$ cat config.mk
export PLATFORM = sky130hd
export DESIGN_NAME = word_inverse_mod_x4_plus_1_core
export DESIGN_NICKNAME = d
export VERILOG_FILES = /design/src/hw/rtl/wim_pkg.sv /design/src/hw/rtl/word_inverse_mod_x4_plus_1_core.sv /design/src/hw/rtl/wim_mul.sv
export SDC_FILE = /design/constraint.sdc
export NUM_CORES = 1
export LEC_CHECK = 0
export ABC_AREA = 1
export CORE_UTILIZATION = 35
export DETAILED_ROUTE_END_ITERATION = 8
export DONT_BUFFER_PORTS = 1
export GPL_TIMING_DRIVEN = 0
export PLACE_DENSITY = 0.46
export SLEW_MARGIN = 30
export SYNTH_ARGS = -nofsm -noshare
export SYNTH_HDL_FRONTEND = slang
export SYNTH_SLANG_ARGS = --single-unit
$ cat constraint.sdc
create_clock -name clock -period 7.1 [get_ports clock]
set_input_delay 1.42 -clock clock [delete_from_list [all_inputs] [get_ports clock]]
set_output_delay 1.42 -clock clock [all_outputs]
set_load 0.005 [all_outputs]
$ cat src/hw/rtl/wim_pkg.sv
package wim_pkg;

   localparam int unsigned WordWidth = 32;
   localparam int unsigned ByteWidth = 8;
   localparam logic [ByteWidth-1:0] GfReduce = 8'h1b;

   // shared unit operation codes
   typedef enum logic [1:0] {
      OP_BYTE = 2'd0,
      OP_WORD = 2'd1,
      OP_SCALE = 2'd2
   } op_type;

   typedef struct packed {
      logic   start;
      op_type op;
   } mul_ctrl_type;

   function automatic logic [ByteWidth-1:0] gf_mul(input logic [ByteWidth-1:0] a,
                                                   input logic [ByteWidth-1:0] b);
      logic [ByteWidth-1:0] acc;
      logic [ByteWidth-1:0] sh;
      acc = '0;
      sh = a;
      for (int n = 0; n < ByteWidth; n++) begin
         if (b[n]) acc = acc ^ sh;
         sh = sh[ByteWidth-1] ? ({sh[ByteWidth-2:0], 1'b0} ^ GfReduce)
                              : {sh[ByteWidth-2:0], 1'b0};
      end
      return acc;
   endfunction

endpackage

$ cat src/hw/rtl/word_inverse_mod_x4_plus_1_core.sv
// inverse of a four-coefficient gf(2^8) polynomial modulo x^4+1
// req_ channel: req_poly_word, byte k is the coefficient of x^k
// rsp_ channel: rsp_inverse_word and rsp_has_inverse, one result per item
// the word is invertible exactly when the xor of its bytes is nonzero;
// the inverse is a^3 scaled by c^-4, with c^-1 computed as c^254
// all products run on one shared four-lane multiplier under a sequencer:
// byte and scale products are formed lane by lane at once, word products sum one
// byte of a per step as b rotates; each is issued, then waited on in ST_WAIT
// c^254 takes 14 squarings/products, then c^-2, c^-4, a^2, a^3 and the scale
// an invertible word runs all of these before the result is registered; a word
// with no inverse goes from the check state straight to the output register
// one item at a time: req_ready is low from transfer in until the result
// has been taken; a stalled rsp_ready holds the result in the output
// register and keeps the block busy
// reset (synchronous, active high) returns to idle and drops rsp_valid
module word_inverse_mod_x4_plus_1_core (
   input  logic        clock,
   input  logic        reset,
   input  logic        req_valid,
   output logic        req_ready,
   input  logic [31:0] req_poly_word,
   output logic        rsp_valid,
   input  logic        rsp_ready,
   output logic [31:0] rsp_inverse_word,
   output logic        rsp_has_inverse
);

   typedef enum logic [3:0] {
      ST_IDLE, ST_CHECK, ST_POW_SQ, ST_POW_MUL, ST_CI2, ST_CI4,
      ST_A2, ST_A3, ST_SCALE, ST_WAIT, ST_OUT
   } state_type;

   state_type   state_ff, state_in, after_ff, after_in;
   logic [31:0] a_ff, a_in;
   logic [7:0]  c_ff, c_in;
   logic [7:0]  r_ff, r_in;
   logic [31:0] w_ff, w_in;
   logic [2:0]  cnt_ff, cnt_in;
   logic        flag_ff, flag_in;
   logic        valid_ff, valid_in;
   logic [31:0] ma, mb, prod;
   logic        done;
   wim_pkg::mul_ctrl_type ctrl;

   wim_mul u_mul (
      .clock (clock), .reset (reset), .ctrl (ctrl),
      .a (ma), .b (mb), .prod (prod), .done (done)
   );

   // c^254 = product of c^(2^k) for k = 1..7; r holds result, c squares
   always_comb begin
      state_in = state_ff;
      after_in = after_ff;
      a_in = a_ff; c_in = c_ff; r_in = r_ff; w_in = w_ff;
      cnt_in = cnt_ff; flag_in = flag_ff; valid_in = valid_ff;
      ctrl.start = 1'b0;
      ctrl.op = wim_pkg::OP_BYTE;
      ma = '0; mb = '0;
      unique case (state_ff)
         ST_IDLE: begin
            if (req_valid) begin
               a_in = req_poly_word;
               state_in = ST_CHECK;
            end
         end
         ST_CHECK: begin
            c_in = a_ff[7:0] ^ a_ff[15:8] ^ a_ff[23:16] ^ a_ff[31:24];
            r_in = 8'h01;
            cnt_in = '0;
            if (c_in == 8'h00) begin
               flag_in = 1'b0; w_in = '0; valid_in = 1'b1; state_in = ST_OUT;
            end else begin
               flag_in = 1'b1; state_in = ST_POW_SQ;
            end
         end
         ST_POW_SQ: begin
            ctrl.start = 1'b1; ma = {24'h0, c_ff}; mb = {24'h0, c_ff};
            after_in = ST_POW_MUL; state_in = ST_WAIT;
         end
         ST_POW_MUL: begin
            c_in = prod[7:0];
            ctrl.start = 1'b1; ma = {24'h0, r_ff}; mb = {24'h0, prod[7:0]};
            after_in = (cnt_ff == 3'd6) ? ST_CI2 : ST_POW_SQ;
            cnt_in = cnt_ff + 3'd1;
            state_in = ST_WAIT;
         end
         ST_CI2: begin
            ctrl.start = 1'b1; ma = prod; mb = prod;
            after_in = ST_CI4; state_in = ST_WAIT;
         end
         ST_CI4: begin
            ctrl.start = 1'b1; ma = prod; mb = prod;
            after_in = ST_A2; state_in = ST_WAIT;
         end
         ST_A2: begin
            c_in = prod[7:0];
            ctrl.start = 1'b1; ctrl.op = wim_pkg::OP_WORD; ma = a_ff; mb = a_ff;
            after_in = ST_A3; state_in = ST_WAIT;
         end
         ST_A3: begin
            ctrl.start = 1'b1; ctrl.op = wim_pkg::OP_WORD; ma = prod; mb = a_ff;
            after_in = ST_SCALE; state_in = ST_WAIT;
         end
         ST_SCALE: begin
            ctrl.start = 1'b1; ctrl.op = wim_pkg::OP_SCALE;
            ma = prod; mb = {24'h0, c_ff};
            after_in = ST_OUT; state_in = ST_WAIT;
         end
         ST_WAIT: begin
            if (done) begin
               if (after_ff == ST_POW_MUL) r_in = r_ff;
               if (after_ff == ST_POW_SQ || after_ff == ST_CI2) r_in = prod[7:0];
               if (after_ff == ST_OUT) begin
                  w_in = prod; valid_in = 1'b1;
               end
               state_in = after_ff;
            end
         end
         ST_OUT: begin
            if (rsp_ready) begin
               valid_in = 1'b0; state_in = ST_IDLE;
            end
         end
         default: state_in = ST_IDLE;
      endcase
   end

   always_ff @(posedge clock) begin
      if (reset) begin
         state_ff <= ST_IDLE;
         after_ff <= ST_IDLE;
         valid_ff <= 1'b0;
         cnt_ff   <= '0;
      end else begin
         state_ff <= state_in;
         after_ff <= after_in;
         valid_ff <= valid_in;
         cnt_ff   <= cnt_in;
      end
      a_ff <= a_in; c_ff <= c_in; r_ff <= r_in; w_ff <= w_in; flag_ff <= flag_in;
   end

   assign req_ready = (state_ff == ST_IDLE);
   assign rsp_valid = valid_ff;
   assign rsp_inverse_word = w_ff;
   assign rsp_has_inverse = flag_ff;

endmodule

$ cat src/hw/rtl/wim_mul.sv
// shared four-lane gf(2^8) multiplier; done is a registered flag raised when a product is finished
module wim_mul (
   input  logic                 clock,
   input  logic                 reset,
   input  wim_pkg::mul_ctrl_type ctrl,
   input  logic [31:0]          a,
   input  logic [31:0]          b,
   output logic [31:0]          prod,
   output logic                 done
);

   logic [1:0]  step_ff, step_in;
   logic        busy_ff, busy_in;
   logic        done_ff, done_in;
   logic [31:0] acc_ff, acc_in;
   logic [31:0] a_ff, a_in;
   logic [31:0] b_ff, b_in;
   wim_pkg::op_type op_ff, op_in;
   logic [31:0] lane;
   logic [7:0]  ai;

   // in word mode lane k multiplies a_i by b_(k-i); b rotates one byte a step
   always_comb begin
      ai = a_ff[8*step_ff +: 8];
      for (int k = 0; k < 4; k++) begin
         case (op_ff)
            wim_pkg::OP_WORD: lane[8*k +: 8] = wim_pkg::gf_mul(ai, b_ff[8*k +: 8]);
            wim_pkg::OP_SCALE: lane[8*k +: 8] = wim_pkg::gf_mul(a_ff[8*k +: 8], b_ff[7:0]);
            default: lane[8*k +: 8] = (k == 0) ? wim_pkg::gf_mul(a_ff[7:0], b_ff[7:0]) : 8'h00;
         endcase
      end
   end

   always_comb begin
      step_in = step_ff;
      busy_in = busy_ff;
      done_in = 1'b0;
      acc_in  = acc_ff;
      a_in    = a_ff;
      b_in    = b_ff;
      op_in   = op_ff;
      if (ctrl.start) begin
         busy_in = 1'b1;
         step_in = '0;
         acc_in  = '0;
         a_in    = a;
         b_in    = b;
         op_in   = ctrl.op;
      end else if (busy_ff) begin
         acc_in = acc_ff ^ lane;
         if (op_ff == wim_pkg::OP_WORD && step_ff != 2'd3) begin
            step_in = step_ff + 2'd1;
            b_in = {b_ff[23:0], b_ff[31:24]};
         end else begin
            busy_in = 1'b0;
            done_in = 1'b1;
         end
      end
   end

   always_ff @(posedge clock) begin
      if (reset) begin
         busy_ff <= 1'b0;
         done_ff <= 1'b0;
         step_ff <= '0;
         op_ff   <= wim_pkg::OP_BYTE;
      end else begin
         busy_ff <= busy_in;
         done_ff <= done_in;
         step_ff <= step_in;
         op_ff   <= op_in;
      end
      acc_ff <= acc_in;
      a_ff   <= a_in;
      b_ff   <= b_in;
   end

   assign prod = acc_ff;
   assign done = done_ff;

endmodule

==> summary.md, run 1 <==
| Metric | Value |
|---|---|
| Outcome | completed |
| Cell Count Post-Placement | 3433 |
| Hold buffers post-CTS | 0 |
| Max-slew headroom | 0.295 |
| Site row count | 82 |
| Crit path from | u_mul.b_ff[6] |
| Max Cap Violations | 0 |
| FF/Latch Area | 5360 µm² |
| Area Growth Syn to Fin | 8.26% |
| Ys flop type | edfxtp_1 |
| Synthesized area | 18100 µm² |
| Final Cycle Share | 0.531 |
| Synth Instances | 2754 |
| Crit path max fanout | 10 |
| Max-slew violations | 0 |
| Iteration-0 DRC Markers | 1820 |
| Unrepaired setup endpoints after global routing | false |
| Setup Skew | 0.00915 ns |
| Die area | 52700 µm² |
| RR Endpoint | u_mul.prod[21] |
| Via-per-instance ratio | 5.24 |
| Iteration count of the initial detailed-routing pass | 7 |
| Syn_nets | 2795 |
| Max Clk Rate | 265 MHz |
| Worst Hold Class | reg2reg |
| Kind of critical path | reg2reg |
| Resize count post-CTS | 0 |
| Total wire length | 78.0 mm |
| Reg-to-Reg Start | u_mul.b_ff[6] |
| End point of the critical path | u_mul.prod[21] |
| P_leak | 8.83 nW |
| GRT overflow | 0 |
| Flop2flop setup slack | 3.33 ns |
| Clock Latency Late Sink | 0.45 ns |
| Initial Utilization | 0.358 |
| Share of cells above drive strength 1 | 0.0605 |
| Endpoints failing setup | 0 |
| Clk sink count | 195 |
| Count of input and output buffers | 0 |
| GRT Util Overall | 0.295 |
| Post-synth top area share | 0.240 |
| Main area contributors after synthesis | edfxtp_1, nand2_1, xor2_1, xnor2_1, nand3_1 |
| CTS root buf | clkbuf_16 |
| Critical path arrival | 4.12 ns |
| Crit. End Element | flop |
| Num ports | 71 |
| Yosys warning total | 0 |
| Top cell type by total area after synthesis | edfxtp_1 |
| Seq cells post-synth | 195 |
| First-pass GRT wire length | 113 mm |
| Cell Count, Final, Fillers Out | 3465 |
| Largest net degree at the start of global routing | 33 |
| DRT antenna net count | 0 |
| Post-synth EDFFs | 145 |
| Max VDD drop | 261 µV |
| Vias in the first global route | 16800 |
| Residual DRC count | 0 |
| Initial antenna violation count | 2 |
| Syn Area/Cell | 6.58 µm² |
| Clock-pin slew on the worst setup and hold paths | 0.07 ns |
| CTS H-tree depth | 4 |
| Worst Reg-to-Reg Cells | 11 |
| Worst Hold Slack | 0.486 ns |
| Vias | 18200 |
| Final-report hold violation count | 0 |
| Tmin final | 3.77 ns |
| Yosys cell types | 45 |
| HPWL Detailed | 61.8 mm |
| Register area share after synthesis | 0.296 |
| Clk buf depth | 2 |
| Slew @ Worst Pin | 1.06 ns |
| Post-CTS setup buffers | 0 |
| Synth top cells by count | nand2_1, nor2_1, inv_1, nand3_1, xor2_1 |
| Fill count | 5434 |
| Die Span Y | 229 µm |
| RD Place Congestion | 0.976 |
| WL per Instance | 22.5 µm |
| Ys async rst share | 0 |
| Ant. Diodes | 0 |
| CTS tree | built |
| Critical Path RT | 7.45 ns |
| CTS buffer count | 17 |
| Multi-input logic area | 11100 µm² |
| # nets final | 2821 |
| Worst Setup Start Kind | flop |
| Cell Pwr Density | 291 nW/µm² |
| Die span in x | 229 µm |
| Count leader, synth | nand2_1 |
| CORE AREA | 50600 µm² |
| Setup TNS | 0 ns |
[stage by stage]
step                       util  total power, mW  worst slack, ns  cell area [µm²]
after global routing      0.388             6.14             3.27            19600
after floorplan               -             3.87             2.94            18100
after CTS                 0.388             5.69             3.40            19600
after detailed placement  0.377             4.76             3.41            19100
final                     0.388             5.71             3.33            19600
after global placement    0.375             4.69             1.67            19000
[state kept, by name, indices dropped and copies added, names as in the netlist, 4 cells and up]
signal	count
u_mul.a_ff	32
state_ff	4
rsp_inverse_word	32
r_ff	8
u_mul.prod	32
c_ff	8
a_ff	32
u_mul.b_ff	32
after_ff	4
[cell families (layout without fill, tap and decap cells)]
kind of cell / Yosys count / in the layout / synth area share
AO/OA/AOI/OAI: 219 / 219 / 0.0712
XOR/XNOR: 342 / 342 / 0.169
adder cells (fa/ha/maj): 5 / 5 / 0.00345
buffers and inverters: 412 / 451 / 0.0930
flip-flops: 195 / 195 / 0.296
AND/OR/NAND/NOR: 1581 / 1581 / 0.368
[final cells by class]
cell class / instances / area share
flip-flops and latches: 195 / 0.273
repair buffers: 7 / 0.00440
clock inverters: 13 / 0.00606
inverters: 305 / 0.0584
plain buffers: 107 / 0.0276
clock buffers: 19 / 0.0221
well taps: 672 / 0.0429
multi-input cells: 2147 / 0.565
[report_power, final]
group / internal (mW) / switching (mW) / total [mW]
sequential: 1.41 / 0.166 / 1.58
clock: 0.460 / 0.464 / 0.924
combinational: 1.08 / 2.12 / 3.21
total: 2.95 / 2.75 / 5.71
[worst min-delay path by stage]
| stage | from | to | cells after the start |
|---|---|---|---|
| CTS | u_mul.op_ff[0] | u_mul.op_ff[0] | 2 |
| global placement | u_mul.op_ff[0] | u_mul.op_ff[0] | 2 |
| global route | u_mul.op_ff[1] | u_mul.op_ff[1] | 2 |
| floorplan | u_mul.op_ff[0] | u_mul.op_ff[0] | 2 |
| finish | u_mul.op_ff[0] | u_mul.op_ff[0] | 2 |
| detailed placement | u_mul.op_ff[0] | u_mul.op_ff[0] | 2 |
[metal layers]
metal / vias up / wire, µm / GRT usage
met5: - / 0 / 0
met4: 0 / 1970 / 0.0804
met3: 92 / 5060 / 0.0330
met2: 675 / 36000 / 0.490
met1: 8631 / 35000 / 0.403
li1: 8765 / - / -
[worst max-delay path, cell delays in order, from the launching register on]
cell and delay, ns:
edfxtp_1 0.38, clkbuf_1 0.39, inv_1 0.20, clkbuf_1 0.67
clkbuf_1 0.84, o21ai_0 0.27, nand3_1 0.14, nand3_1 0.23
nand2_1 0.31, nand3_1 0.10, nand2_1 0.08, nor2_1 0.04
[placed cells by master, fill, tap and decap left out, drive strengths merged, types with 16 or more instances in the layout]
| master | instances |
|---|---|
| nand2 | 898 |
| nor2 | 349 |
| inv | 306 |
| nand3 | 265 |
| xor2 | 174 |
| xnor2 | 168 |
| edfxtp | 145 |
| o21ai | 79 |
| buf | 71 |
| a21oi | 65 |
| clkbuf | 62 |
| dfxtp | 50 |
| nand3b | 33 |
| o22ai | 26 |
| o221ai | 22 |
| or2 | 16 |
(Power assumes the default switching activity.)
==> run 2: changes to the inputs <==
PLACE_DENSITY = 0.48   (was 0.46)
clock period = 3.4 ns   (was 7.1 ns; I/O delays follow)
==> run 2 against run 1 <==
  * Clock-buffer cell count is 2 lower
  * Cell area is 0.96% higher
  * Largest cell class unchanged
  * Sequential share of layout area is 0.26 points lower
  * Combinational power is 110% higher
  * Clock skew is 0.0085 ns higher
  * Critical endpoint is now u_mul.prod[18]
==> summary.md, run 2 (synthesized netlist as in run 1, its figures left out) <==
| Metric | Value |
|---|---|
| Unrepaired setup endpoints after global routing | true |
| CP delay by family, top | buffers and inverters |
| CTS tree | built |
| Worst Hold Slack | 0.322 ns (-0.163 ns) |
| Site row count | 82 (unchanged) |
| Final design utilization | 0.391 (+0.00373) |
| Setup Skew | 0.0177 ns (+0.00852 ns) |
| Final Cycle Share | 0.986 (+0.455) |
| Worst Hold Class | in2reg |
| Residual DRC count | 0 (unchanged) |
| RD Place Congestion | 0.981 (+0.53%) |
| Count of input and output buffers | 0 (unchanged) |
| Outcome | completed |
| Clock-pin slew on the worst setup and hold paths | 0.08 ns (about the same) |
| Flop2flop setup slack | 0.05 ns (-3.28 ns) |
| Final Worst Setup Slack | 0.0472 ns (-3.28 ns) |
| Total wire length | 77.4 mm (-0.76%) |
| Kind of critical path | reg2reg |
| HPWL Detailed | 61.1 mm (-1.2%) |
| Die Span Y | 229 µm (unchanged) |
| Hold Startpoint | req_poly_word[30] |
| RR Endpoint | u_mul.prod[18] |
| First-pass GRT wire length | 113 mm (-0.42%) |
| Max-slew violations | 0 (unchanged) |
| Max Clk Rate | 298 MHz (+12%) |
| Setup WS pre-CTS | -0.385 ns (-3.79 ns) |
| Iteration-0 DRC Markers | 1629 (-10%) |
| Initial antenna violation count | 3 (+1) |
| GRT Util Overall | 0.291 (-0.00369) |
| CTS H-tree depth | 4 (unchanged) |
| Final-report hold violation count | 0 (unchanged) |
| Die area | 52700 µm² (unchanged) |
| Vias in the first global route | 16900 (+0.61%) |
| CTS root buf | clkbuf_16 |
| Largest net degree at the start of global routing | 33 (unchanged) |
| Hold endpoint | a_ff[30] |
| CORE AREA | 50600 µm² (unchanged) |
| Critical Path RT | 3.75 ns (-3.70 ns) |
| Cell Count Post-Placement | 3431 (-0.058%) |
| # nets final | 2819 (-0.071%) |
| Area Growth Syn to Fin | 9.30% |
| Crit. End Element | flop |
| Critical path's slowest cell | clkbuf_1 |
| Max VDD drop | 481 µV (+85%) |
| Cell Count, Final, Fillers Out | 3463 (-0.058%) |
| Critical path arrival | 3.71 ns (-0.41 ns) |
| Share of cells above drive strength 1 | 0.0695 (+0.00900) |
| Clk sink count | 195 (unchanged) |
| CP bufs+invs | 3 (-1) |
| Worst path cell trace | inv_1 -> clkbuf_1 -> clkbuf_1 -> nor3_1 -> nand3b_1 -> nand2_1 -> nand3_1 -> nand2_1 -> nor2_1 |
| Ant. Diodes | 0 (unchanged) |
| Clock Latency Late Sink | 0.45 ns (about the same) |
| GRT overflow | 0 (unchanged) |
| Crit path largest cell delay | 0.69 ns (-0.15 ns) |
| WL per Instance | 22.4 µm (-0.70%) |
| Cell Pwr Density | 615 nW/µm² (+110%) |
| Slew @ Worst Pin | 0.962 ns (-0.0951 ns) |
| Max-slew headroom | 0.359 (+0.0634) |
| Hold path cells | 0 (-2) |
| Commonest non-fill, non-tap cell in the layout | nand2_1 |
| Clk buf depth | 2 (unchanged) |
| DRT antenna net count | 0 (unchanged) |
| Endpoints failing setup | 0 (unchanged) |
| Most frequent cells in the layout | nand2_1, nor2_1, inv_1, nand3_1, xor2_1 |
| Num ports | 71 (unchanged) |
| Initial Utilization | 0.358 (unchanged) |
| Die span in x | 229 µm (unchanged) |
| Reg-to-Reg Start | u_mul.b_ff[7] |
| Crit path max fanout | 10 (unchanged) |
| Iteration count of the initial detailed-routing pass | 5 (-2) |
| Max Cap Violations | 0 (unchanged) |
| Setup TNS | 0 ns (unchanged) |
| Worst Setup Start Kind | flop |
| Via-per-instance ratio | 5.26 (+0.37%) |
| CTS buffer count | 17 (unchanged) |
| P_leak | 8.91 nW (+0.96%) |
| Worst Reg-to-Reg Cells | 9 (-2) |
| Vias | 18200 (+0.31%) |
| Tmin final | 3.35 ns (-0.418 ns) |
## run 2: through the flow
stage | power [mW] | cell area, µm²
after floorplan | 8.09 | 18100
after global placement | 9.78 | 19000
after detailed placement | 9.92 | 19000
after CTS | 12.1 | 19700
after global routing | 13.1 | 19800
final | 12.2 | 19800
## run 2: report_power, final
group / switching (mW) / total (mW) / leakage, nW / internal (mW)
sequential: 0.336 / 3.28 / 1.77 / 2.94
clock: 1.01 / 2.15 / 0.309 / 1.13
combinational: 4.47 / 6.75 / 6.83 / 2.28
## run 2: cell type report
class                   count  area (µm²)
multi-input cells        2147       11200
clock inverters            15         204
plain buffers             107         572
inverters                 305        1150
flip-flops and latches    195        5360
clock buffers              17         425
well taps                 672         841
repair buffers              5        75.1
fillers                  5442       30800
## run 2: worst max-delay path by stage
stage,depth (start not counted),slack (ns),to,start
floorplan,9,0.59,u_mul.b_ff[21],state_ff[0]
global placement,9,-0.93,u_mul.b_ff[22],state_ff[0]
detailed placement,11,-0.38,u_mul.prod[21],u_mul.b_ff[6]
CTS,13,0.02,u_mul.prod[10],u_mul.b_ff[3]
global route,13,0.004,u_mul.prod[15],u_mul.b_ff[2]
finish,9,0.05,u_mul.prod[18],u_mul.b_ff[7]
## run 2: per-layer routing
| metal | GRT usage | vias to the layer above | share of wire | routed length, µm |
|---|---|---|---|---|
| met2 | 0.472 | 749 | 0.46 | 35300 |
| li1 | - | 8759 | - | - |
| met5 | 0 | - | 0 | 0 |
| met1 | 0.395 | 8606 | 0.44 | 33900 |
| met3 | 0.0372 | 106 | 0.071 | 5500 |
| met4 | 0.105 | 0 | 0.035 | 2720 |
## run 2: repair_timing
action / in CTS / in global routing
endpoints found under the setup margin: 11 / 22
gates resized for setup: 4 / 41
setup buffers: 0 / 0
pin swaps: 0 / 1
hold buffers: 0 / 0
